`src/hw/rtl/rts_pkg.sv`:
```
// Shared types and constants of the RGBA8 tile swizzle.
package rts_pkg;

   // Tile edge in pixels and the width of a row-slot index inside a strip
   localparam int TILE_SIDE = 4;
   localparam int SLOT_W    = 2;

   // Register indexes of the configuration port
   localparam logic [1:0] CSR_PIXEL_FORMAT = 2'd0;
   localparam logic [1:0] CSR_IMAGE_WIDTH  = 2'd1;
   localparam logic [1:0] CSR_IMAGE_HEIGHT = 2'd2;

   // Pixel format codes; the unused code behaves as full
   localparam logic [1:0] FMT_FULL  = 2'd0;
   localparam logic [1:0] FMT_RGB   = 2'd1;
   localparam logic [1:0] FMT_ALPHA = 2'd2;

   // Last of the eight words of a tile: plane 1, tile row 3
   localparam logic [2:0] LAST_SLOT = 3'd7;

   // Reset values of the configuration registers
   localparam logic [10:0] WIDTH_RESET  = 11'd1024;
   localparam logic [15:0] HEIGHT_RESET = 16'd1024;

   // Which pixels of a tile are real, and whether it closes the image
   typedef struct packed {
      logic [TILE_SIDE-1:0] col_valid;
      logic [TILE_SIDE-1:0] row_valid;
      logic                 last_image;
   } job_info_type;

   // Tile reader status seen by the input side
   typedef struct packed {
      logic active;     // a tile still has reads to issue
      logic releasing;  // its last read issues in this cycle
   } reader_status_type;

   // One result beat
   typedef struct packed {
      logic [63:0] tile_row_word;
      logic        plane_select;
      logic        last_of_tile;
      logic        last_of_image;
   } rsp_entry_type;

endpackage

```
`src/hw/rtl/rts_stream_if.sv`:
```


interface rts_rsp_if;
   logic        valid;
   logic        ready;
   logic [63:0] tile_row_word;
   logic        plane_select;
   logic        last_of_tile;
   logic        last_of_image;

   modport source (output valid, output tile_row_word, output plane_select,
                   output last_of_tile, output last_of_image, input ready);
   modport sink   (input valid, input tile_row_word, input plane_select,
                   input last_of_tile, input last_of_image, output ready);
endinterface

```
`src/hw/rtl/rts_tile_reader.sv`:
```
// Tile reader: sequences the eight bank reads of a tile and queues result beats.
module rts_tile_reader #(
   parameter int GROUP_W = 8
) (
   input  logic                          clock,
   input  logic                          reset,
   input  logic                          launch,
   input  rts_pkg::job_info_type         launch_info,
   input  logic [GROUP_W-1:0]            job_group,
   input  logic [31:0]                   bank_rd_data [rts_pkg::TILE_SIDE],
   output logic                          rd_en,
   output logic [GROUP_W+rts_pkg::SLOT_W-1:0] rd_addr,
   output rts_pkg::reader_status_type    status,
   rts_rsp_if.source                     rsp
);

   // Job sequencer
   logic                  active_ff, active_in;
   logic [2:0]            slot_ff, slot_in;
   rts_pkg::job_info_type info_ff, info_in;

   // Read in flight (data arrives from the banks in the cycle after issue)
   logic                  infl_valid_ff;
   logic [2:0]            infl_slot_ff;
   rts_pkg::job_info_type infl_info_ff;

   // Two-entry result queue
   rts_pkg::rsp_entry_type fifo_ff [2];
   rts_pkg::rsp_entry_type entry_in;
   logic                   wr_ptr_ff, wr_ptr_in;
   logic                   rd_ptr_ff, rd_ptr_in;
   logic [1:0]             cnt_ff, cnt_in;

   logic       pop;
   logic [2:0] level;

   // Issue a read only if its data will find room in the queue
   always_comb begin
      pop    = rsp.valid && rsp.ready;
      level  = 3'(cnt_ff) + 3'(infl_valid_ff) - 3'(pop);
      rd_en  = active_ff && (level <= 3'd1);
      rd_addr = {slot_ff[rts_pkg::SLOT_W-1:0], job_group};
      status.active    = active_ff;
      status.releasing = rd_en && (slot_ff == rts_pkg::LAST_SLOT);
   end

   // Sequencer next state; a launch may land on the cycle of the last read
   always_comb begin
      active_in = active_ff;
      slot_in   = slot_ff;
      info_in   = info_ff;
      if (rd_en) begin
         slot_in = slot_ff + 3'd1;
         if (slot_ff == rts_pkg::LAST_SLOT) begin
            active_in = 1'b0;
         end
      end
      if (launch) begin
         active_in = 1'b1;
         slot_in   = '0;
         info_in   = launch_info;
      end
   end

   // Build the result word from the four banks, zeroing padding positions
   always_comb begin
      logic [31:0] px;
      logic [15:0] pair;
      entry_in = '0;
      for (int c = 0; c < rts_pkg::TILE_SIDE; c++) begin
         px   = bank_rd_data[c];
         pair = infl_slot_ff[2] ? px[15:0] : px[31:16];
         if (!(infl_info_ff.col_valid[c]
               && infl_info_ff.row_valid[infl_slot_ff[rts_pkg::SLOT_W-1:0]])) begin
            pair = '0;
         end
         entry_in.tile_row_word[(rts_pkg::TILE_SIDE-1-c)*16 +: 16] = pair;
      end
      entry_in.plane_select  = infl_slot_ff[2];
      entry_in.last_of_tile  = (infl_slot_ff == rts_pkg::LAST_SLOT);
      entry_in.last_of_image = (infl_slot_ff == rts_pkg::LAST_SLOT)
                               && infl_info_ff.last_image;
   end

   // Queue pointers
   always_comb begin
      wr_ptr_in = wr_ptr_ff ^ infl_valid_ff;
      rd_ptr_in = rd_ptr_ff ^ pop;
      cnt_in    = cnt_ff + 2'(infl_valid_ff) - 2'(pop);
   end

   always_ff @(posedge clock) begin
      if (reset) begin
         active_ff     <= 1'b0;
         slot_ff       <= '0;
         infl_valid_ff <= 1'b0;
         wr_ptr_ff     <= 1'b0;
         rd_ptr_ff     <= 1'b0;
         cnt_ff        <= '0;
      end else begin
         active_ff     <= active_in;
         slot_ff       <= slot_in;
         infl_valid_ff <= rd_en;
         wr_ptr_ff     <= wr_ptr_in;
         rd_ptr_ff     <= rd_ptr_in;
         cnt_ff        <= cnt_in;
      end
   end

   // Payload registers
   always_ff @(posedge clock) begin
      info_ff      <= info_in;
      infl_slot_ff <= slot_ff;
      infl_info_ff <= info_ff;
      if (infl_valid_ff) begin
         fifo_ff[wr_ptr_ff] <= entry_in;
      end
   end

   // Queue head drives the result channel
   assign rsp.valid         = (cnt_ff != 2'd0);
   assign rsp.tile_row_word = fifo_ff[rd_ptr_ff].tile_row_word;
   assign rsp.plane_select  = fifo_ff[rd_ptr_ff].plane_select;
   assign rsp.last_of_tile  = fifo_ff[rd_ptr_ff].last_of_tile;
   assign rsp.last_of_image = fifo_ff[rd_ptr_ff].last_of_image;

endmodule

```
`src/flat_wrapper.sv`:
```
// flat-port wrapper written by rule: the top's interface ports become plain ports
module rts_tile_reader_flat 
#(
   parameter int GROUP_W = 8
)
  (clock, reset, launch, launch_info, job_group, bank_rd_data, rd_en, rd_addr, status, rsp_valid, rsp_tile_row_word, rsp_plane_select, rsp_last_of_tile, rsp_last_of_image, rsp_ready);
  rts_rsp_if rsp_i ();
  input  logic clock;
  input  logic reset;
  input  logic launch;
  input  rts_pkg::job_info_type launch_info;
  input  logic [GROUP_W-1:0] job_group;
  input  logic [31:0] bank_rd_data[rts_pkg::TILE_SIDE];
  output logic rd_en;
  output logic [GROUP_W+rts_pkg::SLOT_W-1:0] rd_addr;
  output rts_pkg::reader_status_type status;
  output wire logic [$bits(rsp_i.valid)-1:0] rsp_valid;
  output wire logic [$bits(rsp_i.tile_row_word)-1:0] rsp_tile_row_word;
  output wire logic [$bits(rsp_i.plane_select)-1:0] rsp_plane_select;
  output wire logic [$bits(rsp_i.last_of_tile)-1:0] rsp_last_of_tile;
  output wire logic [$bits(rsp_i.last_of_image)-1:0] rsp_last_of_image;
  input wire logic [$bits(rsp_i.ready)-1:0] rsp_ready;
  assign rsp_valid = rsp_i.valid;
  assign rsp_tile_row_word = rsp_i.tile_row_word;
  assign rsp_plane_select = rsp_i.plane_select;
  assign rsp_last_of_tile = rsp_i.last_of_tile;
  assign rsp_last_of_image = rsp_i.last_of_image;
  assign rsp_i.ready = rsp_ready;
  rts_tile_reader #(.GROUP_W(GROUP_W)) u_core (.clock(clock), .reset(reset), .launch(launch), .launch_info(launch_info), .job_group(job_group), .bank_rd_data(bank_rd_data), .rd_en(rd_en), .rd_addr(rd_addr), .status(status), .rsp(rsp_i));
endmodule
```
`config.mk`:
```
export PLATFORM = sky130hd
export DESIGN_NAME = rts_tile_reader_flat
export DESIGN_NICKNAME = d
export VERILOG_FILES = /design/src/hw/rtl/rts_pkg.sv /design/src/hw/rtl/rts_stream_if.sv /design/src/hw/rtl/rts_tile_reader.sv /design/src/flat_wrapper.sv
export SDC_FILE = /design/constraint.sdc
export NUM_CORES = 1
export LEC_CHECK = 0
export ABC_AREA = 1
export BUFFER_PORTS_ARGS = -buffer_cell sky130_fd_sc_hd__buf_2
export CAP_MARGIN = 20
export CORE_ASPECT_RATIO = 1.75
export CORE_MARGIN = 3
export CORE_UTILIZATION = 35
export DETAILED_ROUTE_END_ITERATION = 16
export SYNTH_ARGS = -nofsm -noshare
export SYNTH_HDL_FRONTEND = slang
export SYNTH_SLANG_ARGS = --single-unit
```
`constraint.sdc`:
```
create_clock -name clock -period 4.2 [get_ports clock]
set_clock_uncertainty 0.1 [all_clocks]
set_input_delay 0.63 -clock clock [delete_from_list [all_inputs] [get_ports clock]]
set_output_delay 0.63 -clock clock [all_outputs]
set_load 0.01 [all_outputs]
```
---- Yosys cells after proc, flatten, opt, wreduce, memory -nomap -nowiden ----
Memory sizes are Yosys's and may differ from the RTL's. A register that Yosys moved wholly into a read port is not among the register bits.
Index checks and enable logic that the tools add are counted.
storage, ports and cells
  register bits after elaboration ......... 30
  bits in latches ......................... 0
  RAM bits ................................ 134
  bits in read-only memories .............. 0
  input port bits ......................... 149
  output and inout bits ................... 81
  logic and storage cells ................. 54
  memories ................................ 1
memory list
  memory          depth  width  rd ports  clocked after Yosys merged registers in  write ports  line                   source
  u_core.fifo_ff  2      67     1         1                                        1            rts_tile_reader.sv:28  rts_pkg::rsp_entry_type fifo_ff [2];
cells by class
  $add $sub $neg .......................... 5
  multiply operators ...................... 0
  divide/modulo/power cells ............... 0
  magnitude comparators ................... 2
  equality and inequality tests ........... 2
  shift-type cells ........................ 0
  muxes and demuxes ....................... 16
  bitwise operators ....................... 2
  reduce and logical (&&, ||, !) cells .... 13
operators with widths
  cell                                                                              number
  16-bit two-way mux                                                                8
  1-bit logical AND                                                                 8
  1-bit two-way mux                                                                 7
  3-bit equality test, second input constant                                        2
  2-bit nonzero test                                                                3
  2-bit by 1-bit adder with 3-bit output                                            1
  3-bit by 1-bit adder with 3-bit output, second input constant                     1
  3-bit by 1-bit less-or-equal comparator with 1-bit output, second input constant  1
  2-bit by 3-bit less-than comparator with 1-bit output, second input constant      1
  3-bit by 1-bit subtractor with 3-bit output                                       1
  2-bit by 1-bit adder with 2-bit output                                            1
  1-bit binary-select mux with 2-bit select                                         1
  2-bit AND reduction                                                               1
  2-bit OR reduction                                                                1
  2-bit by 1-bit subtractor with 2-bit output                                       1
  1-bit XOR                                                                         2

---- Logic depth before layout (Yosys ltp) ----
Gate-level depths: netlist (run 1).
  depth after elaboration ................. 7
  depth in mapped cells ................... 11
  depth with buffers taken out ............ 11

---- Worst setup path before layout (run 1) ----
No wires, ideal clock.
  kind .................................... input to output
  start ................................... input port rsp_ready
  end ..................................... output port rd_en
  arrival time ............................ 2.130 ns
  required time ........................... 3.470 ns
  slack ................................... 1.340 ns
  stages .................................. 8
  buffers on the path ..................... 0
  path through ............................ o21a_1 ha_1 inv_1 ha_1 fa_1 nor2_1 nand3_1 inv_1
between the ends
  longest elaborated chain between the ends .. 4
ends and longest elaborated chain
  element                                                    line                   source
  start: declaration                                         flat_wrapper.sv:22     input wire logic [$bits(rsp_i.ready)-1:0] rsp_ready;
  1-bit logical AND                                          rts_tile_reader.sv:39  pop = rsp.valid && rsp.ready;
  3-bit by 1-bit subtractor with 3-bit output                rts_tile_reader.sv:40  level = 3'(cnt_ff) + 3'(infl_valid_ff) - 3'(pop);
  3-bit by 1-bit less-or-equal comparator with 1-bit output  rts_tile_reader.sv:41  rd_en = active_ff && (level <= 3'd1);
  1-bit logical AND                                          rts_tile_reader.sv:41
  end: declaration                                           flat_wrapper.sv:14     output logic rd_en;
No other way between the ends.

---- Worst setup path after layout (run 1) ----
  start ................................... register u_core.cnt_ff[1]
  end ..................................... output port rd_en
between the ends
  longest elaborated chain between the ends .. 5
  elaborated cells on any way between the ends .. 6
  classes of those cells .................. add/sub: 2; order compare: 1; reduce/logical: 3
ends and longest elaborated chain
  element                                                                                         line                    source
  start: declaration                                                                              rts_tile_reader.sv:32   logic [1:0] cnt_ff, cnt_in;
  start signal: assignment                                                                        rts_tile_reader.sv:106  cnt_ff <= cnt_in;
  parallel branches: the longest is 2 deep, another holds 2-bit by 1-bit adder with 3-bit output  -
  3-bit by 1-bit subtractor with 3-bit output *                                                   rts_tile_reader.sv:40
  3-bit by 1-bit less-or-equal comparator with 1-bit output *                                     rts_tile_reader.sv:41
  1-bit logical AND *                                                                             rts_tile_reader.sv:41
Every way passes the cells marked *.

==> metrics.md, run 1 <==
| Metric | Value |
|---|---|
| Area leader, netlist | edfxtp_1 |
| Final Hold Viols | 0 |
| Cell count after synthesis | 593 |
| Post-Syn Area | 0.00693 mm2 |
| Post-CTS Setup Repair Bufs | 0 |
| Global-route wire length before repair | 23,900 um |
| Worst EP required | 3470 ps |
| Initial Util | 35.9% |
| Longest Clk Path Bufs | 2 |
| CP startpoint kind | flip-flop |
| TritonCTS sink count | 164 |
| Register area share after synthesis | 68.1% |
| WL final | 15,600 um |
| Synth warn | 0 |
| DIE AREA | 0.0216 mm2 |
| Core Area | 0.0193 mm2 |
| Worst-Skew Late Latency | 410 ps |
| Synth unique cells | 20 |
| Fin nets | 947 |
| Hold buffer count at cts | 0 |
| Outcome | finished clean |
| Vias | 4,730 |
| Pin count of the biggest net entering global routing | 70 |
| Global-route usage over all layers | 14.4% |
| Root Driver | clkbuf_16 |
| Residual DRC | 0 |
| Row cnt | 67 |
| HP Class | reg2reg |
| Placed standard-cell area | 0.00810 mm2 |
| Fmax achieved | 0.305 GHz |
| Boundary Pins | 230 |
| Fin. max-slew vios | 0 |
| GR Overflow Total | 0 |
| Routed wire per std cell | 14.9 um |
| Crit path kind | reg2out |
| Cell leakage power | 3.70 nW |
| Unrepaired setup endpoints after global routing | false |
| Critical Path Start | u_core.cnt_ff[1] |
| Layout area overhead | 25.6% |
| Vias in the first global route | 4,650 |
| CP Capture Type | output port |
| Setup Viol. Count Final | 0 |
| CTS tree | yes |
| Crit Path Max Fanout | 5 |
| Worst slack at placement | 1010 ps |
| Min Clock Period, post-route | 3280 ps |
| Synth top area cells | edfxtp_1, nand2_1, mux2i_1 |
| Slew of the pin with the lowest slew margin | 1010 ps |
| Port buffer count | 213 |
| Share of cells above drive strength 1 | 31.6% |
| Number of CTS-inserted buffers | 17 |
| Final WS setup | 919 ps |
| Worst R2R Start | u_core.cnt_ff[1] |
| Rel. slew slack | 33.0% |
| DP HPWL | 10,200 um |
| H-tree Lvls | 4 |
| Die H | 192 um |
| VDD IR max | 0.440 mV |
| Power Density | 559 mW/mm2 |
| Vias per inst | 4.53 |
| Cts repair resizes | 0 |
| CP arrival | 2550 ps |
| Yosys top cell area share | 62.0% |
| Worst Hold Launch | u_core.info_ff[6] |
| Max Cap Viol | 0 |
| Final ANT Viol Nets | 0 |
| FF+latch count, synth | 164 |
| 1st-pass router iterations | 4 |
| Final setup TNS | 0 ps |
| Final Instance Area | 0.00870 mm2 |
| Gpl congestion | 0.688 |
| Period utilisation layout | 78.1% |
| Mean post-synth cell area | 11.7 um2 |
| Syn Nets | 749 |
| DRT iter0 DRCs | 158 |
| Clock Pin Slew Worst Setup and Hold Paths | 60 ps |
| Ant diodes | 0 |
| Initial antenna violation count | 1 |
| Die width | 112 um |
==> logic make-up (layout without fill, tap and decap cells) <==
family                   Yosys count  after routing  synth area share, %
AO/OA/AOI/OAI                      7              7                0.596
adder cells (fa/ha/maj)            7              7                 1.37
buffers and inverters             53            264                 4.39
flip-flops                       164            164                 68.1
multiplexers                      64             64                 9.25
AND/OR/NAND/NOR                  298            298                 16.3
==> power breakdown <==
| group | leakage, nW | internal (mW) | total, mW | switching (mW) |
|---|---|---|---|---|
| Sequential | 1.51 | 2.02 | 2.09 | 0.0750 |
| Clock | 0.284 | 0.853 | 1.52 | 0.664 |
| Combinational | 1.91 | 0.452 | 1.26 | 0.804 |
==> cells in the final DEF (no fill, tap or decap), types with 2 or more instances in the layout <==
master	count
inv_6	6
mux2i_1	64
nor2_1	77
ha_1	4
ha_4	2
buf_2	213
inv_1	15
buf_4	2
o21ai_0	3
clkinv_4	2
a21oi_1	2
edfxtp_1	143
nor3b_1	2
inv_8	2
clkbuf_16	17
dfxtp_1	19
nand2_1	216
==> worst paths after layout <==
path                                          endpoint  slack [ps]  cells after the start
worst min-delay path            u_core.infl_info_ff[6]         240                      0
worst max register to register       u_core.slot_ff[2]        1870                     10
worst min register to register  u_core.infl_info_ff[6]         240                      0
worst max-delay path                             rd_en         920                      9
==> critical path, stage by stage (launching register included) <==
cell,delay [ps]
dfxtp_1,330
o21a_1,220
ha_1,280
inv_1,40
ha_1,210
fa_1,490
nor2_1,150
nand3_1,170
inv_1,140
buf_2,140
==> cell usage after synthesis <==
library cell,count
inv_1,16
o21a_1,1
nand4_1,1
o21ai_0,3
buf_6,4
nor3b_1,2
buf_4,18
a21oi_1,2
clkbuf_1,9
mux2i_1,64
fa_1,1
nand3_1,1
o21ai_2,1
or2_2,1
ha_1,6
nor2_1,77
nand2_1,216
dfxtp_1,21
buf_2,6
edfxtp_1,143
==> layout make-up <==
class / instances / area [um2]
Clock buffer: 19 / 443
Sequential cell: 164 / 4720
Fill cell: 1840 / 10600
Inverter: 16 / 60.1
Multi-Input combinational cell: 376 / 1930
Tap cell: 241 / 302
Timing Repair Buffer: 216 / 1110
Clock inverter: 13 / 135
==> routing by layer <==
metal | wire length [um] | GRT usage [%] | vias to the layer above
li1 | - | - | 2379
met1 | 5470 | 14.7 | 2212
met2 | 9190 | 28.4 | 120
met3 | 687 | 2.81 | 17
met4 | 223 | 5.23 | 2
met5 | 13 | 0 | -
==> metrics by stage <==
| step | util, % | power, mW | hold WS, ps | std cells |
|---|---|---|---|---|
| after floorplan | - | 2.90 | 223 | 593 |
| after global placement | 42.0 | 3.41 | 225 | 1012 |
| after detailed placement | 42.0 | 3.42 | 227 | 1012 |
| after CTS | 45.0 | 4.94 | 241 | 1044 |
| after global routing | 45.1 | 5.15 | 249 | 1045 |
| final | 45.1 | 4.86 | 240 | 1045 |
==> flip-flops by register name, indices dropped and copies added (netlist names) <==
name	flops
u_core.fifo_ff	134
u_core.infl_info_ff	9
u_core.cnt_ff	2
u_core.infl_valid_ff	1
u_core.infl_slot_ff	3
u_core.active_ff	1
u_core.wr_ptr_ff	1
u_core.info_ff	9
u_core.rd_ptr_ff	1
u_core.slot_ff	3
Power figures use the tool's default switching activity.
==> run 2, diff against run 1 <==
==> constraint.sdc (replaced) <==
create_clock -name clock -period 3.05 [get_ports clock]
set_clock_uncertainty 0.1 [all_clocks]
set_input_delay 0.4575 -clock clock [delete_from_list [all_inputs] [get_ports clock]]
set_output_delay 0.4575 -clock clock [all_outputs]
set_load 0.01 [all_outputs]
==> run 2 against run 1 <==
Against the previous run:
- setup slack worse by 820 ps
- via count up 1.1%
- cell area up 0.76%
- register-to-register slack worse by 1100 ps
- sequential cell count unchanged
- combinational power up 45%
- clock-buffer cell count down 1
- die area unchanged
- total power up 38%
- routed wire length up 2.8%
- global-route usage down 0.058 points
- critical path type unchanged
- largest cell class unchanged
- largest power group unchanged
==> metrics.md, run 2 (same netlist as run 1, synthesis figures left out) <==
| Metric | Value |
|---|---|
| Residual DRC | 0 |
| Clock Pin Slew Worst Setup and Hold Paths | 60 ps |
| Min Clock Period, post-route | 2950 ps |
| Ant diodes | 0 |
| Share of cells above drive strength 1 | 32.6% |
| Initial Util | 35.9% |
| Worst-Skew Late Latency | 400 ps |
| DP HPWL | 10,800 um |
| CP startpoint kind | flip-flop |
| H-tree Lvls | 4 |
| Crit Path Max Fanout | 3 |
| Hold path cells | 1 |
| Power Density | 767 mW/mm2 |
| Worst reg2reg setup slack | 780 ps |
| Global-route wire length before repair | 23,900 um |
| Most common cell after layout, fill and taps aside | nand2_1 |
| Critical Path Start | u_core.cnt_ff[0] |
| Die H | 192 um |
| Number of CTS-inserted buffers | 17 |
| GR Overflow Total | 0 |
| Final setup TNS | 0 ps |
| Global-route usage over all layers | 14.4% |
| HP Class | in2reg |
| Root Driver | clkbuf_16 |
| Core Util, Final | 45.5% |
| Crit path kind | reg2out |
| 1st-pass router iterations | 4 |
| FF-to-FF path depth | 11 |
| Row cnt | 67 |
| Gpl congestion | 0.689 |
| Longest Clk Path Bufs | 2 |
| CTS tree | yes |
| Hold buffer count at cts | 0 |
| Worst hold margin | 122 ps |
| Worst R2R Start | u_core.cnt_ff[0] |
| Pin count of the biggest net entering global routing | 70 |
| VDD IR max | 0.574 mV |
| Die width | 112 um |
| Fin nets | 953 |
| Setup Viol. Count Final | 0 |
| Commonest cells after routing, fill and taps aside | nand2_1, buf_2, edfxtp_1 |
| TritonCTS sink count | 164 |
| Outcome | finished clean |
| Vias | 4,783 |
| Unrepaired setup endpoints after global routing | true |
| Fin. max-slew vios | 0 |
| Layout area overhead | 26.6% |
| Max reg flops | 134 |
| Routed wire per std cell | 15.2 um |
| WL final | 16,000 um |
| Final Hold Viols | 0 |
| DIE AREA | 0.0216 mm2 |
| Worst EP required | 2490 ps |
| Multi-input gate area | 0.00194 mm2 |
| Fmax achieved | 0.339 GHz |
| Final WS setup | 96.5 ps |
| R2R Path End | u_core.slot_ff[0] |
| Hold EP | u_core.info_ff[1] |
| Initial antenna violation count | 1 |
| DRT iter0 DRCs | 117 |
| Vias per inst | 4.55 |
| Reg with most FFs | u_core.fifo_ff |
| Core Area | 0.0193 mm2 |
| # fillers | 1,876 |
| Cell leakage power | 3.72 nW |
| Final ANT Viol Nets | 0 |
| Biggest regs | u_core.fifo_ff x134, u_core.infl_info_ff x9, u_core.info_ff x9 |
| Vias in the first global route | 4,611 |
| CP arrival | 2400 ps |
| CP Capture Type | output port |
| Slew of the pin with the lowest slew margin | 802 ps |
| Worst slack at placement | 265 ps |
| Rel. slew slack | 46.5% |
| Max Cap Viol | 0 |
| Port buffer count | 213 |
| Boundary Pins | 230 |
| Reg area | 0.00472 mm2 |
| Worst Hold Launch | launch_info[1] |
| Period utilisation layout | 96.8% |
## run 2: cell types whose count changed in the layout (fill, tap and decap cells not counted), sizes merged
cell      delta
buf          +6
clkbuf       -1
clkinv       +2
clkinvlp     +3
inv          -4
## run 2: layer usage
layer / track usage, % / up-vias / part of all wire, %
met3: 2.84 / 21 / 4.4
met4: 5.09 / 2 / 1.7
li1: - / 2386 / -
met2: 27.4 / 124 / 57
met5: 0 / - / 0.081
met1: 15.6 / 2250 / 37
## run 2: worst max-delay path by stage
stage                           end
final                     status[0]
after floorplan               rd_en
after global routing      status[0]
after global placement        rd_en
after CTS                     rd_en
after detailed placement      rd_en
## run 2: cell type report
class	instances	area share (%)
clock buffers	18	4.89
clock inverters	14	1.46
inverters	16	0.685
multi-input cells	376	22.2
flip-flops and latches	164	53.9
well taps	241	3.44
repair buffers	222	13.5
## run 2: metrics by stage
step           area, um2  power, mW  std cells
6_report            8770       6.73       1051
5_1_grt             8770       7.13       1051
4_1_cts             8730       6.79       1048
3_5_place_dp        8180       4.76       1016
3_3_place_gp        8180       4.72       1016
2_1_floorplan       6930       4.00        593
## run 2: timing repair
item                                    in CTS  in global routing
endpoints found under the hold margin        0                  0
resized for setup                            1                  5
pin swaps                                    1                  6
buffers inserted                             0                  3
endpoints found under the setup margin       1                  2
## run 2: critical path, stage by stage, from the launching register on
cell and delay, ps:
dfxtp_2 330, o21a_1 210, ha_1 290, inv_1 40
ha_2 160, fa_1 490, nor2_2 160, nand4_1 130
inv_1 70, buf_2 120
## run 2: report_power, final
group,total [mW],leakage (nW),internal (mW),switching (mW)
clock,2.02,0.260,1.13,0.888
combinational,1.83,1.95,0.683,1.15
sequential,2.88,1.51,2.77,0.105
==> run 3, diff against run 2 <==
--- a/config.mk
+++ b/config.mk
@@ -8,7 +8,7 @@
 export ABC_AREA = 1
 export BUFFER_PORTS_ARGS = -buffer_cell sky130_fd_sc_hd__buf_2
 export CAP_MARGIN = 20
-export CORE_ASPECT_RATIO = 1.75
+export CORE_ASPECT_RATIO = 0.7
 export CORE_MARGIN = 3
 export CORE_UTILIZATION = 35
 export DETAILED_ROUTE_END_ITERATION = 16
==> run 3 against run 2 <==
Against the previous run:
- non-clock buffer count increased by 4
- critical path depth unchanged
- sequential share of layout area decreased by 0.35 points
- setup slack got worse by 28 ps
- register-to-register slack got worse by 20 ps
- first-iteration DRC count increased to 2.5 times the previous value
- global-route usage decreased by 0.54 points
- sequential cell count unchanged
- highest routed layer is now met4
- die area decreased by 0.18%
- sequential power about the same
- worst hold slack got worse by 11 ps
- total power decreased by 0.48%
==> metrics.md, run 3 (same netlist as run 1, synthesis figures left out) <==
| Metric | Value |
|---|---|
| Outcome | finished clean |
| Gpl congestion | 0.737 |
| HP Class | in2reg |
| Critical path endpoint | status[0] |
| H-tree Lvls | 4 |
| Initial Util | 36.1% |
| WP buf/inv | 3 |
| Metal2 WL | 6700 um |
| Max Cap Viol | 0 |
| Share of cells above drive strength 1 | 33.0% |
| Setup Viol. Count Final | 0 |
| Pwr Total | 6.70 mW |
| Vias | 4,674 |
| Biggest regs | u_core.fifo_ff x134, u_core.infl_info_ff x9, u_core.info_ff x9 |
| DP HPWL | 10,300 um |
| Worst R2R Start | u_core.cnt_ff[0] |
| CP Capture Type | output port |
| Longest Clk Path Bufs | 2 |
| Initial antenna violation count | 0 |
| Residual DRC | 0 |
| FF-to-FF path depth | 11 |
| Hold path cells | 1 |
| Global-route usage over all layers | 13.8% |
| Fmax achieved | 0.335 GHz |
| Port buffer count | 213 |
| Commonest cells after routing, fill and taps aside | nand2_1, buf_2, edfxtp_1 |
| Slew of the pin with the lowest slew margin | 638 ps |
| DIE AREA | 0.0215 mm2 |
| Fin nets | 957 |
| Hold buffer count at cts | 0 |
| Worst hold margin | 111 ps |
| 1st-pass router iterations | 4 |
| Crit Path Max Fanout | 3 |
| CP arrival | 2420 ps |
| Max reg flops | 134 |
| Worst-Skew Late Latency | 420 ps |
| CTS tree | yes |
| R2R Path End | u_core.slot_ff[0] |
| CP startpoint kind | flip-flop |
| Critical Path Start | u_core.cnt_ff[0] |
| Clock Pin Slew Worst Setup and Hold Paths | 60 ps |
| Power Density | 759 mW/mm2 |
| Ant diodes | 0 |
| Core Area | 0.0192 mm2 |
| Worst EP required | 2490 ps |
| Pin count of the biggest net entering global routing | 42 |
| DR WL met3 | 1020 um |
| Final Hold Viols | 0 |
| WL final | 15,000 um |
| Vias in the first global route | 4,401 |
| Layout area overhead | 27.4% |
| VDD IR max | 0.465 mV |
| Most common cell after layout, fill and taps aside | nand2_1 |
| Rel. slew slack | 57.4% |
| Metal-1 WL | 7130 um |
| Global-route wire length before repair | 23,100 um |
| CP Depth | 9 |
| Die width | 174 um |
| Crit path max-delay cell type | fa_1 |
| Cells along the critical path | o21a_1 > ha_1 > inv_1 > ha_2 > fa_1 > nor2_2 > nand4_1 > inv_1 > buf_2 |
| CP delay by family, top | adder cells |
| GR Overflow Total | 0 |
| Worst reg2reg setup slack | 760 ps |
| Die H | 124 um |
| Fin. max-slew vios | 0 |
| Cell leakage power | 3.76 nW |
| Root Driver | clkbuf_16 |
| Top Layer Used | met4 |
| Crit path kind | reg2out |
| Min Clock Period, post-route | 2980 ps |
| Routed wire per std cell | 13.9 um |
| CP dominant cell by count | inv_1 |
| Reg with most FFs | u_core.fifo_ff |
| Period utilisation layout | 97.7% |
| Final ANT Viol Nets | 0 |
| Unrepaired setup endpoints after global routing | true |
| Critical Path Max Stage Delay | 470 ps |
| Boundary Pins | 230 |
| Vias per inst | 4.34 |
| Row cnt | 42 |
| Number of CTS-inserted buffers | 17 |
| DRT iter0 DRCs | 293 |
| TritonCTS sink count | 164 |
==> run 3: changes by cell type in the layout (fill, tap and decap cells not counted), moves of 2 or more <==
| cell | change |
|---|---|
| buf_4 | +4 |
| clkinv_1 | -2 |
| clkbuf_8 | +2 |
| inv_4 | +2 |
| clkinvlp_4 | -3 |
| clkinv_2 | +2 |
==> run 3: layout make-up <==
| class | count | area [um2] |
|---|---|---|
| fillers | 1832 | 10400 |
| flip-flops and latches | 164 | 4720 |
| multi-input cells | 376 | 1940 |
| repair buffers | 226 | 1210 |
| clock buffers | 22 | 485 |
| well taps | 264 | 330 |
| clock inverters | 10 | 70.1 |
| inverters | 16 | 60.1 |
==> run 3: report_power, final <==
part | internal (mW) | switching [mW]
clock network | 1.14 | 0.839
registers | 2.77 | 0.104
logic | 0.704 | 1.14
==> run 3: metrics by stage <==
step / std cells / util (%) / setup slack, ps / setup TNS (ps) / cell area, um2
6_report: 1078 / 46.0 / 68.8 / 0 / 8830
5_1_grt: 1078 / 46.0 / -36.1 / -55.7 / 8830
4_1_cts: 1075 / 45.8 / 4.91 / 0 / 8790
3_5_place_dp: 1043 / 42.9 / 284 / 0 / 8240
3_3_place_gp: 1043 / 42.9 / 320 / 0 / 8240
2_1_floorplan: 593 / - / 535 / 0 / 6930
==> run 3: worst min-delay path by stage <==
stage / from / endpoint / slack, ps
2_1_floorplan: u_core.info_ff[0] / u_core.infl_info_ff[0] / 220
3_3_place_gp: u_core.info_ff[1] / u_core.infl_info_ff[1] / 220
3_5_place_dp: u_core.info_ff[6] / u_core.infl_info_ff[6] / 230
4_1_cts: launch_info[2] / u_core.info_ff[2] / 90
5_1_grt: launch_info[8] / u_core.info_ff[8] / 100
6_report: launch_info[1] / u_core.info_ff[1] / 110
==> run 3: layer usage <==
layer / GRT usage [%] / vias up
met5: 0 / -
li1: - / 2397
met3: 4.60 / 17
met2: 20.9 / 146
met4: 4.57 / 0
met1: 18.8 / 2114
==> run 3: repair_timing <==
| item | in CTS | in global routing |
|---|---|---|
| pin swaps | 1 | 5 |
| endpoints found under the hold margin | 0 | 0 |
| buffers inserted | 0 | 3 |
| setup endpoints to repair | 1 | 2 |
| gates resized for setup | 1 | 5 |
